<file path="config.mk">
export PLATFORM = sky130hd
export DESIGN_NAME = bwbc_fifo
export DESIGN_NICKNAME = d
export VERILOG_FILES = /design/src/design/bwbc_fifo.sv
export SDC_FILE = /design/constraint.sdc
export NUM_CORES = 1
export LEC_CHECK = 0
export ABC_AREA = 1
export BUFFER_PORTS_ARGS = -buffer_cell sky130_fd_sc_hd__buf_4
export CAP_MARGIN = 0
export CORE_MARGIN = 4
export CORE_UTILIZATION = 30
export DETAILED_ROUTE_END_ITERATION = 12
export GPL_TIMING_DRIVEN = 0
export PLACE_DENSITY = 0.46
export SETUP_SLACK_MARGIN = 0.05
export SLEW_MARGIN = 5
export SYNTH_ARGS = -nofsm -noshare
export SYNTH_HDL_FRONTEND = slang
export SYNTH_SLANG_ARGS = --single-unit
</file>
<file path="constraint.sdc">
create_clock -name clk -period 2.2 [get_ports clk]
set_input_delay 0.22 -clock clk [delete_from_list [all_inputs] [get_ports clk]]
set_output_delay 0.22 -clock clk [all_outputs]
set_load 0.02 [all_outputs]
</file>
<file path="src/design/bwbc_fifo.sv">
module bwbc_fifo #(
    parameter int WIDTH = 8,
    parameter int DEPTH = 16
) (
    input  logic             clk,
    input  logic             rst_n,
    input  logic             push,
    input  logic [WIDTH-1:0] push_data,
    output logic             valid,
    input  logic             pop,
    output logic [WIDTH-1:0] head
);

    localparam int PTR_W = $clog2(DEPTH);
    localparam int CNT_W = $clog2(DEPTH + 1);

    logic [WIDTH-1:0] mem [DEPTH];
    logic [WIDTH-1:0] head_reg;
    logic             head_valid_reg, head_valid_next;
    logic [PTR_W-1:0] wr_ptr_reg, wr_ptr_next;
    logic [PTR_W-1:0] rd_ptr_reg, rd_ptr_next;
    logic [CNT_W-1:0] count_reg, count_next;
    logic             load;
    logic             fetch;
    logic             bypass;
    logic             store;

    always_comb
    begin
        load            = !head_valid_reg || pop;
        fetch           = load && (count_reg != '0);
        bypass          = load && (count_reg == '0) && push;
        store           = push && !bypass;
        head_valid_next = head_valid_reg;
        if (load)
        begin
            head_valid_next = fetch || bypass;
        end
        wr_ptr_next = wr_ptr_reg;
        rd_ptr_next = rd_ptr_reg;
        if (store)
        begin
            wr_ptr_next = (wr_ptr_reg == PTR_W'(DEPTH - 1)) ? '0 : wr_ptr_reg + 1'b1;
        end
        if (fetch)
        begin
            rd_ptr_next = (rd_ptr_reg == PTR_W'(DEPTH - 1)) ? '0 : rd_ptr_reg + 1'b1;
        end
        count_next = count_reg + CNT_W'(store) - CNT_W'(fetch);
    end

    always_ff @(posedge clk or negedge rst_n)
    begin
        if (!rst_n)
        begin
            wr_ptr_reg     <= '0;
            rd_ptr_reg     <= '0;
            count_reg      <= '0;
            head_valid_reg <= 1'b0;
        end
        else
        begin
            wr_ptr_reg     <= wr_ptr_next;
            rd_ptr_reg     <= rd_ptr_next;
            count_reg      <= count_next;
            head_valid_reg <= head_valid_next;
        end
    end

    always_ff @(posedge clk)
    begin
        if (store)
        begin
            mem[wr_ptr_reg] <= push_data;
        end
        if (fetch)
        begin
            head_reg <= mem[rd_ptr_reg];
        end
        else if (bypass)
        begin
            head_reg <= push_data;
        end
    end

    assign valid = head_valid_reg;
    assign head  = head_reg;

endmodule

</file>
# Word level (Yosys, flattened, before mapping)
# Memory sizes are Yosys's and may differ from the RTL's.
# Index checks and enable logic that the tools add are counted.
# word_totals
ff_bits	22
output_inout_bits	9
elab_cells	29
n_memories	1
input_bits	12
mem_bits_rw	128
# classes
muxes	6
eq_ne	2
addsub	4
n_reduce_logical	11
# memory_table
memory	words	word_bits	rd	rd_clocked_by_memory_dff	write_ports	line_no	text
mem	16	8	1	0	1	17	logic [WIDTH-1:0] mem [DEPTH];
# op_table
cell	n
two-way mux 8 bit	2
adder 4 x 1 -> 4 bit (second input constant)	2
== test 4 bit (second input constant)	2
two-way mux 4 bit	2
adder 5 x 1 -> 5 bit	1
logical NOT 5 bit	1
nonzero test 5 bit	1
subtractor 5 x 1 -> 5 bit	1
logical AND 1 bit	4
logical NOT 1 bit	2
logical OR 1 bit	2
two-way mux 1 bit	2
nonzero test 2 bit	1

# Logic depth before layout (Yosys ltp)
# Gate-level depths: netlist of run 1.
# logic_depth
ltp_word	8
ltp_mapped	14
mapped_depth_nobuf	14

# Least setup slack after synthesis of run 1
# OpenSTA, ideal clock, no wires.
# synth_timing
kind	reg-to-reg
startpoint	register count_reg[2]
endpoint	register count_reg[4]
arrival_time_ns	2.291
synth_period_minus_slack_ns	2.419
path_buffers	1
setup_slack_ns	-0.219
path_stages_with_launch	15
t_required_ns	2.072
setup_ns	0.128
path_cell_list	dfrtp_1 inv_1 ha_1 inv_1 nor2_1 a21boi_2 buf_2 ha_1 inv_1 ha_1 inv_1 fa_1 o21ai_0 a21oi_1 xor2_1
# synth_via
word_cells_on_any_way	9
classes_between	add/sub (2); reduce/logical (7)
# synth_lines
element	line_no	text
start, declared	22	logic [CNT_W-1:0] count_reg, count_next;
start signal, assigned	65	count_reg <= count_next;
nonzero test 5 bit	31	fetch = load && (count_reg != '0);
logical AND 1 bit	31	
named net fetch	24	logic fetch;
subtractor 5 x 1 -> 5 bit	49	count_next = count_reg + CNT_W'(store) - CNT_W'(fetch);
named net count_next[4]	22	
# The timed path passes the listed nets, and every way through them passes these cells.
# A chain may end at the register's enable or synchronous reset.

# Final worst setup path of run 1
# layout_timing
startpoint	register count_reg[3]
endpoint	register count_reg[4]
# layout_via
elab_chain_cells	7
word_cells_on_any_way	9
classes_between	add/sub (2); reduce/logical (7)
# layout_rtl
element	line_no	text
logical NOT 5 bit	32	bypass = load && (count_reg == '0) && push;
logical AND 1 bit (2 in series)	32	
logical NOT 1 bit	33	store = push && !bypass;
logical AND 1 bit	33	
adder 5 x 1 -> 5 bit	49	
subtractor 5 x 1 -> 5 bit *	49	
named net count_next[4]	22	
# Mark *: on every way through the listed nets, which the timed path passes. The rest lies on a longest branch.

==> metrics.csv, run 1 <==
metric;value;unit
status;complete, but fails checks;
failing checks;negative setup slack;
Post-Synthesis Cells;627;
YS warnings;0;
Nets;697;
Static Leakage;3.24;nW
r2r endpoint;count_reg[4]$_DFF_PN0_;
crit path max fanout;2;
Hold Slack;147;ps
reg2reg start;count_reg[3]$_DFF_PN0_;
Final Max Slew Viols;0;
share of post-route cells with drive strength above 1;0.159;
Crit Path Class;flop to flop;
Fin. Hold Viols;0;
endpoints failing setup;1;
R2R setup slack;-60;ps
Remaining DRCs;0;
Placed Instances;927;
vias in the first global route;4334;
total wire length;16.2;mm
die height;156;microns
final core occ;0.363;
first-pass GRT wire length;25.0;mm
NetSw;3.70;mW
RSZ-0062 raised after global routing;true;
min Tclk post-route;2260;ps
max reg flops;128;
setup TNS;-57.3;ps
ANT nets after route;0;
Num CTS Buffers;17;
Final Skew;12.5;ps
effective utilization at floorplan;0.304;
Fill cells;2133;
CTS max path bufs;2;
vias per cell;4.46;
area post-placement;0.00715;sq mm
crit path from;count_reg[3]$_DFF_PN0_;
Port Buffers;20;
CTS tree;yes;
initial drt markers;309;
Critical Path Source Type;flop;
synthesis-to-finish area growth;19.5;%
sequential fraction of design power;0.370;
Worst-path clk slew;60;ps
DP HPWL;11.1;mm
crit path capture;count_reg[4]$_DFF_PN0_;
Fmax;0.443;GHz
max cap viols;0;
# rows;54;
internal power;6.48;mW
worst skew pair latency;420;ps
Worst-Margin Slew;751;ps
Rel. slew slack;0.497;
Die Footprint;0.0245;sq mm
WP data arrival;2560;ps
crit end category;flop;
routability cong.;0.828;
synthesized area;0.00660;sq mm
VDD IR max;688;uV
core box area;0.0218;sq mm
final design area excluding fillers;0.00789;sq mm
Sw Ratio;0.364;
Power Density;1290;mW/mm^2
pin count of the biggest net entering global routing;18;
worst hold path type;primary input to flop;
Sink Count;150;
GR Overflow Total;0;
Antenna diodes;0;
sequential element share of the synthesized area;0.671;
Yosys reg bits;150;
Tot Pwr;10.2;mW
Reg2Reg Depth;14;
post-synth cell types;21;
drt pass-1 iters;5;
Comb power frac;0.359;
Root Driver;clkbuf_16;
fin worst setup slack;-57.3;ps
total number of vias;4300;
initial antenna violation count;0;
Worst EP required;2500;ps
htree depth;4;
syn_area_per_cell;10.5;sq um
non-filler cells in the finished layout;965;
Die X;156;microns
GRT Total Usage;0.138;
clock share of power;0.271;
WL per Instance;16.8;microns
Post-Place Setup Slack;-370;ps
net count after synthesis;651;
IO Count;21;
final clock period utilization by the worst path;1.03;
-- Yosys cell counts (all sizes together) --
cell | number | area (sq um)
nand2 | 169 | 634
xor2 | 6 | 52.6
clkbuf | 1 | 3.75
edfxtp | 136 | 4080
a21boi | 1 | 11.3
ha | 11 | 138
clkinv | 3 | 11.3
dfrtp | 14 | 350
nand3 | 95 | 475
xnor2 | 1 | 8.76
buf | 23 | 153
inv | 102 | 383
nor3b | 1 | 7.51
a21oi | 18 | 90.1
nor2 | 35 | 131
fa | 1 | 20.0
nor3 | 1 | 5.00
o21ai | 9 | 45.0
-- cell type report --
| cell class | instances | area (sq um) | area share |
|---|---|---|---|
| Sequential cell | 150 | 4430 | 0.562 |
| Multi-Input combinational cell | 348 | 1790 | 0.227 |
| Clock buffer | 23 | 448 | 0.0568 |
| Inverter | 105 | 397 | 0.0503 |
| Tap cell | 280 | 350 | 0.0444 |
| Timing Repair Buffer | 29 | 224 | 0.0284 |
| Buffer | 22 | 146 | 0.0186 |
| Clock inverter | 8 | 103 | 0.0130 |
-- what timing repair did --
action / CTS / global route
hold buffers: 1 / 0
setup buffers: 6 / 2
endpoints found under the hold margin: 14 / 0
resized for setup: 19 / 21
pin swaps: 6 / 7
endpoints found under the setup margin: 124 / 95
-- metal layers --
layer  vias to the layer above  GRT usage  part of all wire
li1                       2134          -                 -
met1                      2043      0.192              0.47
met2                       101      0.214              0.46
met3                        22     0.0351             0.048
met4                         0     0.0401             0.017
met5                         -          0                 0
-- placed cells by master, fill, tap and decap left out, types with 10 or more instances in the layout --
| cell | netlist | final |
|---|---|---|
| a21oi_1 | 18 | 17 |
| nor2_1 | 35 | 17 |
| nand2_1 | 169 | 168 |
| dfrtp_1 | 14 | 14 |
| inv_1 | 101 | 95 |
| edfxtp_1 | 136 | 136 |
| nor2_4 | 0 | 10 |
| buf_4 | 5 | 32 |
| buf_2 | 14 | 12 |
| nand3_1 | 95 | 94 |
| clkbuf_16 | 0 | 17 |
-- worst min path at each step --
stage               depth (start not counted)                     end  slack, ps  start
detailed placement                          1  count_reg[2]$_DFF_PN0_         90  rst_n
global placement                            1  count_reg[2]$_DFF_PN0_         80  rst_n
finish                                      3       valid$_DFFE_PN0P_        150   push
CTS                                         3       valid$_DFFE_PN0P_        130   push
global route                                3       valid$_DFFE_PN0P_        150   push
floorplan                                   0  count_reg[0]$_DFF_PN0_        -80  rst_n
-- power groups by stage --
stage / Clock [mW] / Sequential, mW / Combinational (mW)
after global placement: 0 / 3.80 / 3.36
final: 2.76 / 3.77 / 3.65
after global routing: 2.94 / 3.80 / 4.11
after floorplan: 0 / 3.88 / 2.19
after detailed placement: 0 / 3.82 / 3.40
after CTS: 2.81 / 3.77 / 3.51
-- critical path, stage by stage, from the launching register on --
cell      delay (ps)
dfrtp_1          380
inv_2             70
ha_4             160
inv_4             50
nor2_4            30
buf_6            120
a21boi_4         180
ha_4             220
inv_2             60
ha_4             120
inv_2             40
fa_2             370
o21ai_2          150
a21oi_2           70
xor2_1           130
-- kinds of logic after synthesis --
kind of cell	count (synthesis)	synth area share
and+or+nand+nor	301	0.190
DFF	150	0.671
xor gates and xnor gates	7	0.00928
adders and majority gates	12	0.0239
AOI/OAI and AO/OA	28	0.0222
buffers and inverters	129	0.0834
(Power assumes the default switching activity.)
==> inputs of run 2 (changes only) <==
- TNS_END_PERCENT: default -> 20
==> run 2 against run 1 <==
  * The run still ends with negative setup slack left
  * Worst setup slack about the same
  * Cell count up 0.10%
  * Via count down 0.30%
  * Clock power about the same
  * First-iteration DRC count down 13%
  * Largest power group unchanged
  * Highest routed layer unchanged
==> metrics.csv, run 2 (synthesis results as in run 1) <==
metric;value;unit
Final Skew;6.47;ps
WL per Instance;16.9;microns
CTS tree;yes;
Static Leakage;3.24;nW
first-pass GRT wire length;25.0;mm
Port Buffers;20;
vias in the first global route;4334;
CP bufs+invs;5;
Fmax;0.443;GHz
initial antenna violation count;0;
reg2reg start;count_reg[3]$_DFF_PN0_;
Tot Pwr;10.2;mW
DP HPWL;11.1;mm
Worst EP required;2510;ps
worst min-delay path startpoint;push;
min Tclk post-route;2260;ps
Placed Instances;927;
slowest cell delay on critical path;380;ps
crit end category;flop;
Final Max Slew Viols;0;
share of post-route cells with drive strength above 1;0.160;
total wire length;16.3;mm
most common cell after layout, fill and taps aside;nand2_1;
Remaining DRCs;0;
WP data arrival;2560;ps
Num CTS Buffers;17;
setup TNS;-56.9;ps
R2R setup slack;-60;ps
Fill cells;2132;
pin count of the biggest net entering global routing;18;
vias per cell;4.44;
failing checks;negative setup slack;
commonest non-fill, non-tap cells in the layout;nand2_1 (168), edfxtp_1 (136), inv_1 (95);
Crit Path Class;flop to flop;
crit path max fanout;2;
GR Overflow Total;0;
# rows;54;
initial drt markers;269;
final core occ;0.362;
r2r endpoint;count_reg[4]$_DFF_PN0_;
area post-placement;0.00715;sq mm
endpoints failing setup;1;
total number of vias;4287;
CP delay by family, top;adder cells;
Sink Count;150;
Fin. Hold Viols;0;
effective utilization at floorplan;0.304;
worst hold path type;primary input to flop;
synthesis-to-finish area growth;19.3;%
Rel. slew slack;0.503;
routability cong.;0.828;
register area;0.00443;sq mm
Worst-path clk slew;60;ps
Nets;698;
Slowest-stage cell, CP;dfrtp_1;
core box area;0.0218;sq mm
fin worst setup slack;-56.9;ps
area of the multi-input gates;0.00176;sq mm
Cell Chain, Critical Path;inv_2, ha_4, inv_4, nor2_4, buf_6, a21boi_4, ha_4, inv_2, ha_4, inv_2, fa_2, o21ai_2, a21oi_2, xor2_1;
ANT nets after route;0;
drt pass-1 iters;5;
RSZ-0062 raised after global routing;true;
Power Density;1290;mW/mm^2
Die X;156;microns
worst skew pair latency;420;ps
status;complete, but fails checks;
non-filler cells in the finished layout;966;
Root Driver;clkbuf_16;
Hold Crit Depth;3;
Min-Delay Endpoint;valid$_DFFE_PN0P_;
final design area excluding fillers;0.00788;sq mm
max reg flops;128;
IO Count;21;
die height;156;microns
VDD IR max;684;uV
max cap viols;0;
final clock period utilization by the worst path;1.03;
Critical Path Source Type;flop;
Antenna diodes;0;
htree depth;4;
GRT Total Usage;0.138;
Reg2Reg Depth;14;
Worst-Margin Slew;743;ps
Die Footprint;0.0245;sq mm
CTS max path bufs;2;
## run 2: changes by cell type in the layout (fill, tap and decap cells not counted)
cell / change
nor2_4: -5
buf_6: +1
nor2_2: +5
## run 2: final cells by class
| class | instances | share of cell area |
|---|---|---|
| buffer | 23 | 0.0200 |
| clock buffer | 23 | 0.0569 |
| clock inverter | 8 | 0.0130 |
| inverter | 105 | 0.0503 |
| multi-input combinational | 348 | 0.224 |
| sequential | 150 | 0.563 |
| tap | 280 | 0.0445 |
| timing repair buffer | 29 | 0.0284 |
## run 2: per-layer routing
metal,part of all wire,GRT usage
met4,0.016,0.0401
met1,0.48,0.192
met2,0.46,0.214
met3,0.042,0.0351
met5,0,0
## run 2: timing repair
| item | in CTS | in global routing |
|---|---|---|
| pin swaps | 6 | 7 |
| gates resized for setup | 18 | 18 |
| setup endpoints to repair | 124 | 95 |
| hold buffers | 1 | 0 |
| setup buffers | 6 | 2 |
| endpoints found under the hold margin | 14 | 0 |
## run 2: worst max-delay path by stage
stage	startpoint	end	slack, ps	cells after the start
finish	count_reg[3]$_DFF_PN0_	count_reg[4]$_DFF_PN0_	-60	14
global route	count_reg[3]$_DFF_PN0_	count_reg[4]$_DFF_PN0_	-170	14
CTS	count_reg[3]$_DFF_PN0_	count_reg[4]$_DFF_PN0_	-50	14
detailed placement	count_reg[3]$_DFF_PN0_	count_reg[4]$_DFF_PN0_	-370	14
global placement	count_reg[3]$_DFF_PN0_	count_reg[4]$_DFF_PN0_	-320	14
floorplan	count_reg[3]$_DFF_PN0_	count_reg[4]$_DFF_PN0_	-30	14
## run 2: worst register-to-register path: stages, from the launching register on
cell and delay [ps]:
dfrtp_1 380, inv_2 70, ha_4 160, inv_4 50, nor2_4 30, buf_6 120
a21boi_4 180, ha_4 220, inv_2 60, ha_4 120, inv_2 40, fa_2 370
o21ai_2 150, a21oi_2 70, xor2_1 130
## run 2: power by group
part	internal, mW	leakage (nW)	switching [mW]
sequential	3.58	1.40	0.188
clock	1.66	0.261	1.10
combinational	1.24	1.58	2.40
total	6.49	3.24	3.69
## run 2: per-stage QoR
step | hold slack (ps) | worst slack, ps
after floorplan | -75.6 | -25.1
after global placement | 82.0 | -323
after CTS | 128 | -46.2
after detailed placement | 87.9 | -370
after global routing | 148 | -173
final | 141 | -56.9
==> inputs of run 3 (changes only) <==
- ABC_AREA: 1 -> default
==> run 3 against run 2 <==
  * The flow still finishes with violations (negative setup slack)
  * Critical endpoint is now count_reg[2]$_DFF_PN0_
  * Global-route usage is 0.86 points lower
  * Synthesized cell count fell by 44%
  * Die area fell by 6.2%
  * Area after synthesis fell by 6.6%
  * Combinational power is 20% lower
  * Sequential share of layout area up 3.4 points
  * Sequential cell count unchanged
  * Cell count decreased by 29%
  * Total power fell by 6.8%
==> metrics.csv, run 3 <==
metric;value;unit
status;complete, but fails checks;
failing checks;negative setup slack;
IO Count;21;
Cell Chain, Critical Path;inv_2, ha_4, or4b_4, o21a_4, inv_4, ha_4, inv_2, ha_4, inv_2, fa_2, buf_4, buf_4, xnor2_1;
max reg flops;128;
Synth Area in Simple Gates;0.0596;
Static Leakage;2.63;nW
vias in the first global route;3318;
max cap viols;0;
most frequent cells after synthesis;edfxtp_1 (136), mux2i_1 (40), nor2_1 (20);
# rows;52;
endpoints failing setup;4;
total wire length;13.9;mm
Post-Place Setup Slack;-717;ps
Slowest-stage cell, CP;or4b_4;
Yosys reg bits;150;
Final Max Slew Viols;0;
first-pass GRT wire length;20.8;mm
NetSw;2.83;mW
EDFF count, synth;136;
Antenna diodes;0;
core box area;0.0202;sq mm
top cell type's share of synthesized area;0.662;
Hold Slack;42.4;ps
mux cell area share after synthesis;0.127;
CTS max path bufs;2;
XOR/XNOR Fraction of Synth Area;0.00852;
WP data arrival;2920;ps
Fmax;0.383;GHz
total number of vias;3243;
area of the multi-input gates;0.00169;sq mm
Sink Count;150;
Worst-Margin Slew;835;ps
post-synth cell types;39;
crit path max fanout;3;
pin count of the biggest net entering global routing;18;
Synth area leaders;edfxtp_1 (66%), mux2i_1 (6.5%), mux4_2 (5.8%);
Sw Ratio;0.299;
drt pass-1 iters;4;
sequential fraction of design power;0.392;
most common cell after layout, fill and taps aside;edfxtp_1;
effective utilization at floorplan;0.305;
worst hold path type;primary input to flop;
ANT nets after route;0;
synthesis-to-finish area growth;20.4;%
final design area excluding fillers;0.00743;sq mm
RSZ-0062 raised after global routing;true;
slowest cell delay on critical path;490;ps
crit end category;flop;
fin worst setup slack;-414;ps
CP delay by family, top;adder cells;
initial antenna violation count;0;
internal power;6.65;mW
VDD IR max;568;uV
routability cong.;0.816;
CTS tree;yes;
area post-placement;0.00670;sq mm
GR Overflow Total;0;
net count after synthesis;378;
Adder-Cell Fraction of Synth Area;0.0255;
final clock period utilization by the worst path;1.19;
sequential element share of the synthesized area;0.719;
Comb power frac;0.306;
Remaining DRCs;0;
synthesized area;0.00617;sq mm
initial drt markers;252;
Fill cells;1853;
most frequent cell after synthesis;edfxtp_1;
vias per cell;4.73;
worst skew pair latency;420;ps
WL per Instance;20.3;microns
Final Skew;10.4;ps
Rel. slew slack;0.441;
register area;0.00443;sq mm
cell taking the most area after synthesis;edfxtp_1;
YS warnings;0;
Post-Synthesis Cells;354;
htree depth;4;
Root Driver;clkbuf_16;
Crit Path Class;flop to flop;
commonest non-fill, non-tap cells in the layout;edfxtp_1 (136), mux2i_1 (40), buf_4 (32);
Die Footprint;0.0229;sq mm
DP HPWL;9.11;mm
GRT Total Usage;0.129;
largest family of logic cells by synthesized area;multiplexers;
Tot Pwr;9.48;mW
clock share of power;0.303;
Num CTS Buffers;17;
Die X;151;microns
min Tclk post-route;2610;ps
R2R setup slack;-410;ps
Worst EP required;2500;ps
share of post-route cells with drive strength above 1;0.316;
complex-gate fraction of the synthesized area;0.0367;
Nets;426;
Fin. Hold Viols;0;
Port Buffers;20;
Worst-path clk slew;60;ps
Critical Path Source Type;flop;
syn_area_per_cell;17.4;sq um
die height;151;microns
Power Density;1280;mW/mm^2
dominant synthesized flop cell;edfxtp_1;
Async SR Flop Fraction;0.0933;
CP bufs+invs;6;
==> run 3: final timing paths <==
check | end | cells past startpoint | startpoint
setup / recovery | count_reg[2]$_DFF_PN0_ | 13 | count_reg[2]$_DFF_PN0_
hold / removal | valid$_DFFE_PN0P_ | 3 | push
setup reg to reg | count_reg[2]$_DFF_PN0_ | 13 | count_reg[2]$_DFF_PN0_
hold reg to reg | valid$_DFFE_PN0P_ | 2 | valid$_DFFE_PN0P_
max in group asynchronous | rd_ptr_reg[2]$_DFFE_PN0N_ | 2 | rst_n
min in group asynchronous | count_reg[3]$_DFF_PN0_ | 2 | rst_n
==> run 3: layout make-up <==
cell class / count / area share
plain buffers: 12 / 0.0123
clock buffers: 24 / 0.0662
clock inverters: 8 / 0.0131
inverters: 11 / 0.00589
multi-input cells: 178 / 0.228
flip-flops and latches: 150 / 0.597
well taps: 270 / 0.0455
repair buffers: 32 / 0.0327
==> run 3: power groups by stage <==
stage	clock, mW	combinational, mW	sequential [mW]
global route	3.05	3.15	3.75
finish	2.87	2.90	3.71
CTS	2.92	2.87	3.71
detailed placement	0	2.75	3.77
global placement	0	2.72	3.76
floorplan	0	1.90	3.78
==> run 3: cells by family (layout without fill, tap and decap cells) <==
kind of cell / Yosys count / count (layout)
AO/OA/AOI/OAI: 36 / 36
XOR/XNOR: 6 / 6
adder cells (fa/ha/maj): 12 / 12
buffers and inverters: 26 / 87
flip-flops: 150 / 150
multiplexers: 58 / 58
AND/OR/NAND/NOR: 66 / 66
==> run 3: tightest hold or removal path, delay by kind of cell <==
family | cells | cell delay, ps
and+or+nand+nor | 2 | 110
buffers and inverters | 1 | 90
==> run 3: per-stage QoR <==
step / cells / util / TNS [ps]
final: 685 / 0.367 / -1310
after global routing: 685 / 0.367 / -1600
after CTS: 682 / 0.365 / -2020
after detailed placement: 644 / 0.331 / -18540
after global placement: 644 / 0.331 / -15890
after floorplan: 354 / - / -1230
==> run 3: what timing repair did <==
item                                    4_1_cts  5_1_grt
pin swaps                                     8        0
endpoints found under the setup margin      123      132
hold endpoints to repair                     14        0
hold buffers                                  1        0
resized for setup                            25        9
buffers inserted                              7        4
==> run 3: layer usage <==
| layer | routed length, microns | up-vias | track usage | share of wire |
|---|---|---|---|---|
| met5 | 0 | - | 0 | 0 |
| met4 | 266 | 0 | 0.0499 | 0.019 |
| met3 | 741 | 22 | 0.0323 | 0.053 |
| met2 | 6600 | 82 | 0.201 | 0.47 |
| met1 | 6310 | 1666 | 0.174 | 0.45 |
| li1 | - | 1473 | - | - |
