$ cat src/design/bwbc_pkg.sv
package bwbc_pkg;

    localparam int NUM_FACES  = 6;
    localparam int NUM_REGS   = 8;
    localparam int MODE_BITS  = 2;
    localparam int FACE_BITS  = 3;
    localparam int INDEX_BITS = 3;

    typedef enum logic [MODE_BITS-1:0] {
        MODE_REFLECT = 2'd0,
        MODE_ABSORB  = 2'd1,
        MODE_PERM    = 2'd2,
        MODE_NONE    = 2'd3
    } mode_t;

    typedef enum logic [INDEX_BITS-1:0] {
        REG_BOUND_X_LOW  = 3'd0,
        REG_BOUND_X_HIGH = 3'd1,
        REG_BOUND_Y_LOW  = 3'd2,
        REG_BOUND_Y_HIGH = 3'd3,
        REG_BOUND_Z_LOW  = 3'd4,
        REG_BOUND_Z_HIGH = 3'd5,
        REG_WALL_MODES   = 3'd6,
        REG_PERMS        = 3'd7
    } reg_idx_t;

    typedef enum logic {
        REQ_PROCESS = 1'b0,
        REQ_READ    = 1'b1
    } req_t;

    typedef struct packed {
        logic                 valid;
        req_t                 req_type;
        logic                 active;
        logic [FACE_BITS-1:0] face;
        logic [NUM_FACES-1:0] attempt_mask;
        logic [NUM_FACES-1:0] cross_mask;
        logic [NUM_FACES-1:0] absorb_mask;
    } ctl_t;

endpackage

$ cat src/design/bwbc_cell.sv
module bwbc_cell #(
    parameter int FACE        = 0,
    parameter int POS_WIDTH   = 32,
    parameter int COUNT_WIDTH = 32,
    parameter int ROLL_BITS   = 8
) (
    input  logic                           clk,
    input  logic                           rst_n,
    input  bwbc_pkg::ctl_t                 ctl_in,
    input  logic signed [POS_WIDTH-1:0]    pos_x_in,
    input  logic signed [POS_WIDTH-1:0]    pos_y_in,
    input  logic signed [POS_WIDTH-1:0]    pos_z_in,
    input  logic [6*ROLL_BITS-1:0]         rolls_in,
    input  logic [COUNT_WIDTH-1:0]         att_rd_in,
    input  logic [COUNT_WIDTH-1:0]         crs_rd_in,
    input  logic [COUNT_WIDTH-1:0]         abs_rd_in,
    input  logic signed [POS_WIDTH-1:0]    wall,
    input  logic [1:0]                     mode,
    input  logic [ROLL_BITS:0]             perm,
    output bwbc_pkg::ctl_t                 ctl_out,
    output logic signed [POS_WIDTH-1:0]    pos_x_out,
    output logic signed [POS_WIDTH-1:0]    pos_y_out,
    output logic signed [POS_WIDTH-1:0]    pos_z_out,
    output logic [6*ROLL_BITS-1:0]         rolls_out,
    output logic [COUNT_WIDTH-1:0]         att_rd_out,
    output logic [COUNT_WIDTH-1:0]         crs_rd_out,
    output logic [COUNT_WIDTH-1:0]         abs_rd_out
);
    import bwbc_pkg::*;

    localparam int  DIM  = FACE / 2;
    localparam bit  HIGH = (FACE % 2) == 1;
    localparam int  EXT  = POS_WIDTH + 2;
    localparam logic [FACE_BITS-1:0] FACE_CODE = FACE_BITS'(FACE);

    ctl_t                           ctl_reg, ctl_next;
    logic signed [POS_WIDTH-1:0]    pos_x_reg, pos_x_next;
    logic signed [POS_WIDTH-1:0]    pos_y_reg, pos_y_next;
    logic signed [POS_WIDTH-1:0]    pos_z_reg, pos_z_next;
    logic [6*ROLL_BITS-1:0]         rolls_reg;
    logic [COUNT_WIDTH-1:0]         att_rd_reg, att_rd_next;
    logic [COUNT_WIDTH-1:0]         crs_rd_reg, crs_rd_next;
    logic [COUNT_WIDTH-1:0]         abs_rd_reg, abs_rd_next;
    logic [COUNT_WIDTH-1:0]         att_cnt_reg, att_cnt_next;
    logic [COUNT_WIDTH-1:0]         crs_cnt_reg, crs_cnt_next;
    logic [COUNT_WIDTH-1:0]         abs_cnt_reg, abs_cnt_next;

    logic signed [POS_WIDTH-1:0]    coord;
    logic signed [POS_WIDTH-1:0]    coord_new;
    logic signed [EXT-1:0]          refl_ext;
    logic signed [EXT-1:0]          max_ext;
    logic signed [EXT-1:0]          min_ext;
    logic signed [POS_WIDTH-1:0]    refl;
    logic [ROLL_BITS-1:0]           roll;
    logic                           over;
    logic                           hit;
    logic                           crosses;
    logic                           is_process;

    always_comb
    begin
        case (DIM)
            0:       coord = pos_x_in;
            1:       coord = pos_y_in;
            default: coord = pos_z_in;
        endcase
        over       = HIGH ? (coord > wall) : (coord < wall);
        is_process = ctl_in.valid && (ctl_in.req_type == REQ_PROCESS);
        hit        = is_process && ctl_in.active && over;
        roll       = rolls_in[FACE*ROLL_BITS +: ROLL_BITS];
        crosses    = {1'b0, roll} < perm;

        max_ext  = EXT'({1'b0, {(POS_WIDTH-1){1'b1}}});
        min_ext  = -max_ext - EXT'(1);
        refl_ext = (EXT'(wall) <<< 1) - EXT'(coord);
        if (refl_ext > max_ext)
        begin
            refl = {1'b0, {(POS_WIDTH-1){1'b1}}};
        end
        else if (refl_ext < min_ext)
        begin
            refl = {1'b1, {(POS_WIDTH-1){1'b0}}};
        end
        else
        begin
            refl = refl_ext[POS_WIDTH-1:0];
        end

        ctl_next     = ctl_in;
        coord_new    = coord;
        att_cnt_next = att_cnt_reg;
        crs_cnt_next = crs_cnt_reg;
        abs_cnt_next = abs_cnt_reg;
        if (hit)
        begin
            case (mode_t'(mode))
                MODE_REFLECT:
                begin
                    coord_new = refl;
                end
                MODE_ABSORB:
                begin
                    coord_new                  = wall;
                    ctl_next.active            = 1'b0;
                    ctl_next.absorb_mask[FACE] = 1'b1;
                    if (abs_cnt_reg != '1)
                    begin
                        abs_cnt_next = abs_cnt_reg + 1'b1;
                    end
                end
                MODE_PERM:
                begin
                    ctl_next.attempt_mask[FACE] = 1'b1;
                    if (att_cnt_reg != '1)
                    begin
                        att_cnt_next = att_cnt_reg + 1'b1;
                    end
                    if (crosses)
                    begin
                        ctl_next.cross_mask[FACE] = 1'b1;
                        if (crs_cnt_reg != '1)
                        begin
                            crs_cnt_next = crs_cnt_reg + 1'b1;
                        end
                    end
                    else
                    begin
                        coord_new = refl;
                    end
                end
                default:
                begin
                    coord_new = coord;
                end
            endcase
        end

        pos_x_next = (DIM == 0) ? coord_new : pos_x_in;
        pos_y_next = (DIM == 1) ? coord_new : pos_y_in;
        pos_z_next = (DIM == 2) ? coord_new : pos_z_in;

        att_rd_next = att_rd_in;
        crs_rd_next = crs_rd_in;
        abs_rd_next = abs_rd_in;
        if (ctl_in.valid && (ctl_in.req_type == REQ_READ) && (ctl_in.face == FACE_CODE))
        begin
            att_rd_next = att_cnt_reg;
            crs_rd_next = crs_cnt_reg;
            abs_rd_next = abs_cnt_reg;
        end
    end

    always_ff @(posedge clk or negedge rst_n)
    begin
        if (!rst_n)
        begin
            ctl_reg     <= '0;
            att_cnt_reg <= '0;
            crs_cnt_reg <= '0;
            abs_cnt_reg <= '0;
        end
        else
        begin
            ctl_reg     <= ctl_next;
            att_cnt_reg <= att_cnt_next;
            crs_cnt_reg <= crs_cnt_next;
            abs_cnt_reg <= abs_cnt_next;
        end
    end

    always_ff @(posedge clk)
    begin
        pos_x_reg  <= pos_x_next;
        pos_y_reg  <= pos_y_next;
        pos_z_reg  <= pos_z_next;
        rolls_reg  <= rolls_in;
        att_rd_reg <= att_rd_next;
        crs_rd_reg <= crs_rd_next;
        abs_rd_reg <= abs_rd_next;
    end

    assign ctl_out    = ctl_reg;
    assign pos_x_out  = pos_x_reg;
    assign pos_y_out  = pos_y_reg;
    assign pos_z_out  = pos_z_reg;
    assign rolls_out  = rolls_reg;
    assign att_rd_out = att_rd_reg;
    assign crs_rd_out = crs_rd_reg;
    assign abs_rd_out = abs_rd_reg;

endmodule

$ cat config.mk
export PLATFORM = sky130hd
export DESIGN_NAME = bwbc_cell
export DESIGN_NICKNAME = d
export VERILOG_FILES = /design/src/design/bwbc_pkg.sv /design/src/design/bwbc_cell.sv
export SDC_FILE = /design/constraint.sdc
export NUM_CORES = 1
export LEC_CHECK = 0
export ABC_AREA = 1
export ABC_CLOCK_PERIOD_IN_PS = 3600
export BUFFER_PORTS_ARGS = -buffer_cell sky130_fd_sc_hd__buf_2
export CAP_MARGIN = 15
export CORE_AREA = 2 2 224 226
export CTS_BUF_LIST = sky130_fd_sc_hd__clkbuf_4
export DETAILED_ROUTE_END_ITERATION = 7
export DIE_AREA = 0 0 226 228
export HOLD_SLACK_MARGIN = 0.15
export PLACE_DENSITY = 0.55
export SLEW_MARGIN = 25
export SYNTH_ARGS = -nofsm -noshare
export SYNTH_HDL_FRONTEND = slang
export SYNTH_SLANG_ARGS = --single-unit
$ cat constraint.sdc
create_clock -name clk -period 3.6 [get_ports clk]
set_clock_uncertainty 0.2 [all_clocks]
set_input_delay 0.36 -clock clk [delete_from_list [all_inputs] [get_ports clk]]
set_output_delay 0.36 -clock clk [all_outputs]
set_load 0.05 [all_outputs]
# Yosys cells after proc, flatten, opt, wreduce, memory -nomap -nowiden
# Cells that the tools add are included.
# word_totals
register_bits,360
inputBits,309
out_inout_bits,264
word_cells,58
# op_classes
addsub,4
n_lt_le_gt_ge,4
eq_ne,5
n_mux,17
n_bitwise,1
reduce_logical,10
# ops
operator,n
$mux 32,7
$add 32x1->32 const B,3
$ne 32x32->1 const B,3
$pmux 32 s3,1
$gt 34x32->1 const B,1
$lt 34x32->1 const B,1
$sub 33x32->34,1
$lt 32x32->1,1
$lt 8x9->1,1
$mux 1,9
$reduce_and 3->1,2
$logic_and 1x1->1,5
$reduce_and 4->1,1
$logic_not 3->1,1
$eq 2x1->1 const B,1
$eq 2x2->1 const B,1
$logic_not 2->1,1
$not 1->1,1

# Longest topological paths before layout
# Gate-level depths: netlist of the first run.
# logic_depth
depth_word,7
depth_mapped,23
ltp_nobuf,22

# Worst setup path after synthesis of the first run
# Ideal clock, no wire load.
# synth_path
kind,input to register
start,in pos_x_in[1]
end,reg pos_x_reg[14] (netlist: pos_x_out[14])
setup_time_ns,0.112
arrival_ns,2.129
t_required_ns,3.288
path_slack_ns,1.158
cell_stages,21
n_path_buf,1
cell_sequence,inv_1 > fa_1 > nand3_1 > nand2_1 > nand2_1 > nand2_1 > nand2_1 > nand2_1 > nand2_1 > nand2_1 > nand2_1 > nand2_1 > nand2_1 > nand2_2 > buf_6 > nand2_1 > nand2_1 > nand2_1 > nand2_1 > nand2_1 > nand2_1
# synth_via
elab_chain_cells,7
word_cells_on_any_way,10
cone_classes,1 x add/sub; 3 x order compare; 5 x mux; 1 x reduce/logical
# synth_rtl
item,line,rtl
from (decl),bwbc_cell.sv:10,"input logic signed [POS_WIDTH-1:0] pos_x_in,"
$sub 33x32->34,bwbc_cell.sv:75,refl_ext = (EXT'(wall) <<< 1) - EXT'(coord);
$lt 34x32->1,bwbc_cell.sv:80,else if (refl_ext < min_ext)
$mux 32,bwbc_cell.sv:80,
$mux 32,bwbc_cell.sv:76,if (refl_ext > max_ext)
$mux 32,bwbc_cell.sv:118,if (crosses)
$pmux 32 s3,bwbc_cell.sv:96,case (mode_t'(mode))
$mux 32 *,bwbc_cell.sv:94,if (hit)
net coord_new[14],bwbc_cell.sv:49,logic signed [POS_WIDTH-1:0] coord_new;
to (signal assigned),bwbc_cell.sv:173,pos_x_reg <= pos_x_next;
to (decl),bwbc_cell.sv:37,"logic signed [POS_WIDTH-1:0] pos_x_reg, pos_x_next;"
# The timed path passes the listed nets; every way through them passes the cells marked *.
# A chain may end at the register's enable or synchronous reset.

# Worst setup path after layout of the first run
# layout_path
start,in wall[9]
end,reg pos_x_reg[22] (netlist: pos_x_out[22])
# layout_via
elab_chain_cells,7
word_cells_on_any_way,10
cone_classes,1 x add/sub; 3 x order compare; 5 x mux; 1 x reduce/logical
# layout_rtl
item,line,rtl
from (decl),bwbc_cell.sv:17,"input logic signed [POS_WIDTH-1:0] wall,"
$sub 33x32->34,bwbc_cell.sv:75,
$lt 34x32->1,bwbc_cell.sv:80,
$mux 32,bwbc_cell.sv:80,
$mux 32,bwbc_cell.sv:76,
$mux 32,bwbc_cell.sv:118,
$pmux 32 s3,bwbc_cell.sv:96,
$mux 32 *,bwbc_cell.sv:94,
net coord_new[22],bwbc_cell.sv:49,
# Marked as above.

==> results of run 1 <==
[layout by cell type (no fill, tap or decap), drive strengths merged, types with 6 or more instances in the layout]
cell type / netlist / final
nor4: 23 / 23
nand3: 44 / 44
dlygate4sd3: 0 / 629
o21ai: 119 / 119
inv: 244 / 247
clkinv: 0 / 20
a21oi: 48 / 48
clkbuf: 25 / 155
o21bai: 6 / 6
ha: 73 / 73
mux2: 40 / 40
nor2: 129 / 129
nor3: 57 / 57
xor2: 108 / 108
diode: 0 / 12
nand2: 822 / 822
dfrtp: 120 / 120
buf: 30 / 592
nand4: 21 / 21
xnor2: 8 / 8
dfxtp: 240 / 240
[per-stage QoR]
step                      worst slack, ns  hold WS, ns  util [%]  std cells  total power [mW]
after detailed placement            0.347        0.176      41.7       3386              7.32
after global placement              0.434        0.176      41.7       3386              7.30
final                               0.130        0.216      57.3       4209              11.9
after floorplan                      1.16       -0.136         -       2178              6.46
after global routing             -0.00389        0.201      57.3       4208              12.6
after CTS                           0.291        0.155      57.2       4197              11.9
[layer usage]
metal | track usage, % | share of wire [%] | wire [um]
met1 | 30.2 | 40 | 28100
met2 | 46.4 | 48 | 33900
met3 | 7.16 | 6.8 | 4790
met4 | 15.5 | 5.2 | 3630
met5 | 0 | 0.018 | 13
[logic make-up after synthesis]
group / count (synthesis)
buf+inv: 299
xor+xnor: 116
fa+ha+maj: 74
compound gates: 187
mux: 40
simple gates: 1102
flops: 360
[worst register-to-register path: stages, from the launching register on]
cell	delay [ns]
dfrtp_1	0.35
ha_1	0.23
nand3_1	0.20
nor2_1	0.22
inv_1	0.14
nor2_1	0.17
inv_1	0.11
nor2_1	0.17
nand2_1	0.14
nand2_4	0.28
inv_4	0.21
nand2_1	0.11
o21ai_0	0.08
[cell type report]
class	instances	area, um2
diodes	12	30.0
clock buffers	155	1160
clock inverters	26	174
fillers	4310	21100
inverters	244	918
multi-input cells	1519	7940
flip-flops and latches	360	7810
well taps	672	841
repair buffers	1221	9390
[worst min-delay path by stage]
stage	slack, ns	depth (start not counted)	end	start
after floorplan	-0.14	0	abs_cnt_reg[0]	rst_n
after global placement	0.18	1	ctl_out[7]	rst_n
after detailed placement	0.18	1	ctl_out[7]	rst_n
after CTS	0.15	3	crs_rd_out[14]	crs_rd_in[14]
after global routing	0.20	3	crs_rd_out[14]	crs_rd_in[14]
final	0.22	9	crs_cnt_reg[13]	perm[8]
[power groups by stage]
stage / Clock [mW] / Sequential [mW] / Combinational, mW
after global placement: 0 / 4.67 / 2.63
after global routing: 4.35 / 4.64 / 3.56
after detailed placement: 0 / 4.67 / 2.65
after floorplan: 0 / 5.25 / 1.21
final: 4.02 / 4.60 / 3.27
after CTS: 4.06 / 4.59 / 3.22
[what timing repair did]
action,in CTS,in global routing
resized for setup,0,6
endpoints found under the setup margin,0,25
setup buffers,0,0
endpoints found under the hold margin,469,0
hold buffers,630,0
==> results.yml, run 1 <==
run_status:
  status: "finished, final reports clean"
setup_path:
  cp.arrival_ns: 4.02
  path_common_cell: "nand2_1"
  crit_required_ns: 4.15
  cp_top_family: "buffers and inverters"
  timing.rr.start: "abs_cnt_reg[1]"
  regToRegSetupSlack_ns: 0.86
  worstSetupEndpointType: "flop"
  crit_chain: "dlygate4sd3_1, buf_2, inv_1, ha_1, a21oi_1, o21ai_0, a21oi_1, nand2_1, nand2_1, nand3_1, nand2_1, nand4_1, buf_6, nand2_1, dlygate4sd3_1, nand2_1, dlygate4sd3_1"
  slowest_stage: "dlygate4sd3_1"
  crit_end: "pos_x_out[22]"
  critical_path.startpoint_type: "primary input"
  critical_path.max_stage_delay_ns: 0.58
  path_class: "primary input to flop"
  cp_num_cells: 17
  startpoint: "wall[9]"
  path_buf_inv: 6
  worstReg2RegEnd: "abs_cnt_reg[11]"
  reg2reg_depth: 12
  cp_max_fo: 16
yosys:
  synth_cell_types: 48
  synthesis.area_um2: 17000
  synth-adder-area-share_pct: 5.50
  asyncSetResetFlopFracSynth_pct: 33.3
  yosys-top-cells-count: "814 x nand2_1, 240 x dfxtp_1, 239 x inv_1, 123 x nor2_1, 120 x dfrtp_1"
  synth_top_area_share_pct: 28.3
  synth_top_family_by_area: "simple AND/OR/NAND/NOR gates"
  yosysTopAreaCell: "dfxtp_1"
  yosys-top-cells-area: "dfxtp_1 28%, nand2_1 18%, dfrtp_1 18%, xor2_1 5.6%, ha_1 5.4%"
  yosysSeqAreaShare_pct: 46.0
  synth-simple-area-share_pct: 26.6
  ys_ff_latch: 360
  ys.flop_type: "dfxtp_1"
  synth.most_common_cell: "nand2_1"
  yosys_warnings: 0
  synth_mux_area_share_pct: 2.66
  synthXorXnorAreaFrac_pct: 5.99
  synth_edf_count: 0
  synth_compound_area_share_pct: 5.92
  synth_nets: 2561
  post_synth.cell_area_avg_um2: 7.79
  synthCells: 2178
power:
  power_density_nw_per_um2: 421
  p_clk_share_pct: 33.8
  cellLeakagePower_nw: 14.4
  p_int_mw: 7.72
  pwr-share-comb_pct: 27.5
  p_switching_mw: 4.17
  seq_power_share_pct: 38.7
  switching_share_pct: 35.1
  irDropWorstVdd_v: 0.000200
timing:
  drv_slew: 0
  fmax_mhz: 288
  tightest_slew_ns: 0.841
  post-route-period-util_pct: 96.4
  setup_viol: 0
  timing.slew.headroom_pct: 44.0
  min_period_ns: 3.47
  hold_viol_final: 0
  finalSetupTns_ns: 0
final_layout:
  design_area_um2: 28300
  drive_gt1_share_pct: 23.7
  largest_reg_flops: 48
  layout.nets: 3828
  syn_to_final_growth_pct: 66.7
clock_network:
  numCtsBuffers: 99
  insertion_delay_ns: 0.87
  htreeDepth: 3
  cts_sinks: 360
  root_buffer: "clkbuf_4"
  clock_path_buffers: 3
  cts_tree: "built"
  cts.reportedPaths.clkPinSlew_ns: 0.08
global_routing:
  grt_antenna_before_repair: 12
  grt_max_degree: 153
  track_usage_pct: 27.1
  gr-total-overflow: 0
  grt_pass1_wl_um: 110000
  grt_pass1_vias: 20600
place:
  place_congestion: 0.929
  io_buffers: 572
  dp_hpwl_um: 45200
  placed_area_um2: 20600
die:
  pin_count: 573
  std_cell_rows: 82
  die_w_um: 226
  fp.dieH_um: 228
  core_area_um2: 49300
  start_util_pct: 34.4
  die_area_um2: 51500
min_path:
  min_path_type: "primary input to flop"
route:
  drtAntennaViolNets: 0
  vias: 19500
  drt-initial-drc-count: 844
  avgViaCountPerCell: 4.64
  detail_route.first_pass.iterations: 5
  remaining_drc_errors: 0
  wl_per_cell_um: 16.7
  drt-total-wl_um: 70400
flow_run:
  max-cap-violations: 0
Power figures use the tool's default switching activity.
==> run 2, diff against run 1 <==
Settings changed: REMOVE_ABC_BUFFERS set to 1.
==> run 2 against run 1 <==
  * Hold slack improved by 0.034 ns
  * Power down 2.4%
  * Highest routed layer unchanged
  * Cell area fell by 0.46%
  * Critical path depth grew 6
==> results.yml, run 2 (synthesized netlist as in run 1, its figures left out) <==
flow_run:
  max-cap-violations: 0
place:
  dp_hpwl_um: 44500
  place_congestion: 0.906
  io_buffers: 572
  placed_area_um2: 20500
  dpl.cell_count: 3387
route:
  wl_met1_um: 28400
  wl_met2_um: 34300
  remaining_drc_errors: 0
  wl_per_cell_um: 16.7
  drt-total-wl_um: 70200
  top_layer: "met5"
  drtAntennaViolNets: 0
  avgViaCountPerCell: 4.58
  vias: 19200
  met3_length_um: 4210
  detail_route.first_pass.iterations: 7
  drt-initial-drc-count: 886
setup_path:
  path_class: "primary input to flop"
  cp_max_fo: 14
  cp.arrival_ns: 4.05
  worstSetupEndpointType: "flop"
  reg2reg_depth: 12
  crit_required_ns: 4.13
  critical_path.startpoint_type: "primary input"
timing:
  fmax_mhz: 284
  tightest_slew_ns: 0.977
  timing.slew.headroom_pct: 34.8
  finalSetupTns_ns: 0
  setup_viol: 0
  min_period_ns: 3.52
  hold_viol_final: 0
  post-route-period-util_pct: 97.7
  drv_slew: 0
die:
  pin_count: 573
  die_w_um: 226
  core_area_um2: 49300
  fp.dieH_um: 228
  std_cell_rows: 82
  start_util_pct: 34.4
  die_area_um2: 51500
global_routing:
  grt_pass1_wl_um: 109000
  gr-total-overflow: 0
  grt_antenna_before_repair: 9
  track_usage_pct: 26.8
  grt_pass1_vias: 20400
  grt_max_degree: 107
power:
  p_switching_mw: 4.14
  pwr-share-comb_pct: 28.2
  seq_power_share_pct: 39.6
  power_mw: 11.6
  p_clk_share_pct: 32.1
  switching_share_pct: 35.6
  cellLeakagePower_nw: 14.3
  p_int_mw: 7.47
  irDropWorstVdd_v: 0.000234
  power_density_nw_per_um2: 413
clock_network:
  cts.reportedPaths.clkPinSlew_ns: 0.07
  cts_tree: "built"
  insertion_delay_ns: 0.84
  numCtsBuffers: 96
  root_buffer: "clkbuf_4"
  htreeDepth: 3
  cts_sinks: 360
  clock_path_buffers: 3
min_path:
  min_path_type: "primary input to flop"
  hold_path_depth: 4
final_layout:
  largest_reg_flops: 48
  syn_to_final_growth_pct: 65.9
  final_cells: 4202
  final_cell_mix: "811 x nand2_1, 629 x dlygate4sd3_1, 572 x buf_2"
  drive_gt1_share_pct: 23.7
  utilization_pct: 57.0
  design_area_um2: 28100
  final_common_cell: "nand2_1"
  layout.nets: 3827
run_status:
  status: "finished, final reports clean"
-- run 2: cell types whose count changed in the layout (fill, tap and decap cells not counted), moves of 2 or more --
cell,previous run,this run
diode_2,12,9
nand2_2,5,8
nand2_1,814,811
clkbuf_4,155,145
buf_12,6,3
bufinv_16,2,0
clkinv_1,15,18
buf_4,13,17
-- run 2: critical path, cell delays in order --
cell and delay [ns]:
dlygate4sd3_1 0.53, buf_2 0.14, inv_1 0.05, ha_1 0.29
nand2_1 0.06, inv_1 0.04, nand2_1 0.05, nand2_1 0.07
nand2_1 0.05, nand2_1 0.11, nand2_1 0.08, nand2_2 0.10
nand2_2 0.08, nand2_1 0.10, nand2_1 0.07, nand2_2 0.11
nand4_1 0.10, buf_4 0.17, buf_6 0.16, a21oi_1 0.15
dlygate4sd3_1 0.57, nand2_1 0.05, dlygate4sd3_1 0.56
-- run 2: path summary, 6_finish.rpt --
check / start / endpoint / slack (ns)
min reg2reg: abs_cnt_reg[15] / abs_cnt_reg[15] / 0.31
max: wall[3] / pos_x_out[0] / 0.08
min: crs_rd_in[30] / crs_rd_out[30] / 0.25
max reg2reg: abs_cnt_reg[1] / abs_cnt_reg[13] / 0.77
max in group asynchronous: rst_n / ctl_out[15] / 1.47
min in group asynchronous: rst_n / ctl_out[10] / 0.56
-- run 2: routing by layer --
metal  up-vias  GRT usage, %
met5         -         0.474
met4         4          14.5
met1      8892          30.1
met3       227          6.50
met2       690          46.5
li1       9428             -
-- run 2: layout make-up --
cell class | count | area (um2)
clock inverters | 30 | 145
multi-input cells | 1519 | 7950
repair buffers | 1223 | 9370
inverters | 244 | 918
diodes | 9 | 22.5
clock buffers | 145 | 1090
well taps | 672 | 841
flip-flops and latches | 360 | 7810
fillers | 4259 | 21200
-- run 2: power groups by stage --
stage | clock, mW | combinational, mW | sequential (mW)
floorplan | 0 | 1.17 | 5.25
detailed placement | 0 | 2.65 | 4.67
global route | 4.08 | 3.56 | 4.64
global placement | 0 | 2.63 | 4.67
finish | 3.73 | 3.28 | 4.60
CTS | 3.74 | 3.22 | 4.59
-- run 2: metrics by stage --
step                      worst slack, ns  hold slack [ns]
final                              0.0823            0.250
after global placement              0.512           0.0507
after detailed placement            0.457           0.0522
after floorplan                    -0.874           -0.136
after global routing              -0.0153            0.181
after CTS                           0.116            0.154
-- run 2: what timing repair did --
action / 4_1_cts / 5_1_grt
setup buffers: 0 / 1
endpoints found under the hold margin: 469 / 0
endpoints found under the setup margin: 0 / 32
resized for setup: 0 / 10
hold buffers: 629 / 0
==> run 3, diff against run 2 <==
Settings changed: RECOVER_POWER set to 50.
==> run 3 against run 2 <==
  * Cell area down 0.76%
  * The run now ends with capacitance limit, slew limit left
  * First-iteration DRC count down 8.6%
  * Critical path type unchanged
  * Maximum frequency about the same
  * Hold slack better by 0.0059 ns
  * Die area unchanged
  * Clock power about the same
  * Core utilization down 0.43 points
  * Routed wire length up 0.37%
  * Non-clock buffer count unchanged
  * Via count up 0.47%
  * Count of clock-buffer cells in the layout unchanged
  * Global-route usage unchanged
==> results.yml, run 3 (synthesized netlist as in run 1, its figures left out) <==
place:
  io_buffers: 572
  dpl.cell_count: 3387
  placed_area_um2: 20500
  post-place-ws_ns: 0.457
  dp_hpwl_um: 44500
  place_congestion: 0.906
clock_network:
  clock_path_buffers: 3
  cts.reportedPaths.clkPinSlew_ns: 0.07
  root_buffer: "clkbuf_4"
  insertion_delay_ns: 0.84
  numCtsBuffers: 96
  cts_sinks: 360
  cts_tree: "built"
  htreeDepth: 3
timing:
  setup_viol: 0
  drv_slew: 146
  hold_viol_final: 0
  timing.slew.headroom_pct: -33.0
  tightest_slew_ns: 1.99
  finalSetupTns_ns: 0
  fmax_mhz: 284
  post-route-period-util_pct: 97.8
  final.setup.worst_slack_ns: 0.0802
  hold_ws_ns: 0.256
  min_period_ns: 3.52
min_path:
  min_path_type: "primary input to flop"
  min_from: "crs_rd_in[30]"
final_layout:
  final_cell_mix: "811 x nand2_1, 629 x dlygate4sd3_1, 420 x buf_2"
  final_cells: 4201
  largest_reg_flops: 48
  layout.nets: 3827
  drive_gt1_share_pct: 19.3
  syn_to_final_growth_pct: 64.6
  final_common_cell: "nand2_1"
  design_area_um2: 27900
route:
  drt-total-wl_um: 70500
  wl_per_cell_um: 16.8
  detail_route.first_pass.iterations: 5
  remaining_drc_errors: 0
  drt-initial-drc-count: 810
  vias: 19300
  drtAntennaViolNets: 0
  avgViaCountPerCell: 4.60
setup_path:
  critical_path.startpoint_type: "primary input"
  worstReg2RegEnd: "abs_cnt_reg[12]"
  crit_required_ns: 4.13
  crit_end: "pos_x_out[0]"
  reg2reg_depth: 12
  startpoint: "wall[3]"
  regToRegSetupSlack_ns: 0.79
  timing.rr.start: "abs_cnt_reg[1]"
  cp.arrival_ns: 4.05
  path_class: "primary input to flop"
  worstSetupEndpointType: "flop"
  cp_max_fo: 14
global_routing:
  grt_pass1_vias: 20400
  gr-total-overflow: 0
  grt_pass1_wl_um: 109000
  track_usage_pct: 26.8
  grt_antenna_before_repair: 9
  grt_max_degree: 107
flow_run:
  max-cap-violations: 2
power:
  irDropWorstVdd_v: 0.000236
  cellLeakagePower_nw: 13.9
  power_density_nw_per_um2: 415
die:
  core_area_um2: 49300
  die_area_um2: 51500
  std_cell_rows: 82
  start_util_pct: 34.4
  fp.dieH_um: 228
  die_w_um: 226
  pin_count: 573
run_status:
  violations: "capacitance limit, slew limit"
  status: "finished, violations left"
[run 3: repair_timing]
item,4_1_cts,5_1_grt
buffers inserted,0,1
setup endpoints to repair,0,32
hold endpoints to repair,469,0
hold buffers,629,0
resized for setup,0,10
[run 3: area by class of cell]
type                    instances  area, um2
clock inverters                30        145
fillers                      4362      21400
well taps                     672        841
flip-flops and latches        360       7810
inverters                     244        918
repair buffers               1223       9170
diodes                          8       20.0
multi-input cells            1519       7940
clock buffers                 145       1090
[run 3: routing by layer]
metal  wire, um  vias to the layer above  part of all wire (%)  GRT usage (%)
li1           -                     9431                     -              -
met1      28200                     8946                    40           30.1
met2      34300                      722                    49           46.5
met3       4580                      228                   6.5           6.50
met4       3290                        4                   4.7           14.5
met5         27                        -                 0.038          0.474
[run 3: worst max-delay path: stages]
cell,delay (ns)
dlygate4sd3_1,0.53
buf_2,0.13
inv_1,0.05
ha_1,0.30
nand2_1,0.06
inv_1,0.04
nand2_1,0.05
nand2_1,0.07
nand2_1,0.05
nand2_1,0.11
nand2_1,0.08
nand2_2,0.10
nand2_2,0.08
nand2_1,0.10
nand2_1,0.07
nand2_2,0.11
nand4_1,0.10
buf_4,0.17
buf_6,0.16
a21oi_1,0.15
dlygate4sd3_1,0.57
nand2_1,0.05
dlygate4sd3_1,0.56
[run 3: power breakdown]
part | internal, mW | switching, mW | total, mW
Clock | 1.86 | 1.88 | 3.74
Sequential | 4.37 | 0.241 | 4.61
Combinational | 1.22 | 2.03 | 3.25
[run 3: stage by stage]
step                total power [mW]  utilization [%]
floorplan                       6.42                -
global placement                7.30             41.6
detailed placement              7.33             41.6
CTS                             11.6             56.9
global route                    12.3             56.6
finish                          11.6             56.6
[run 3: how the worst min path moves through the flow]
stage | end | slack (ns) | depth (start not counted)
after floorplan | abs_cnt_reg[0] | -0.14 | 0
after global placement | ctl_out[10] | 0.05 | 1
after detailed placement | ctl_out[10] | 0.05 | 1
after CTS | att_rd_out[28] | 0.15 | 5
after global routing | crs_rd_out[30] | 0.18 | 4
final | crs_rd_out[30] | 0.26 | 4
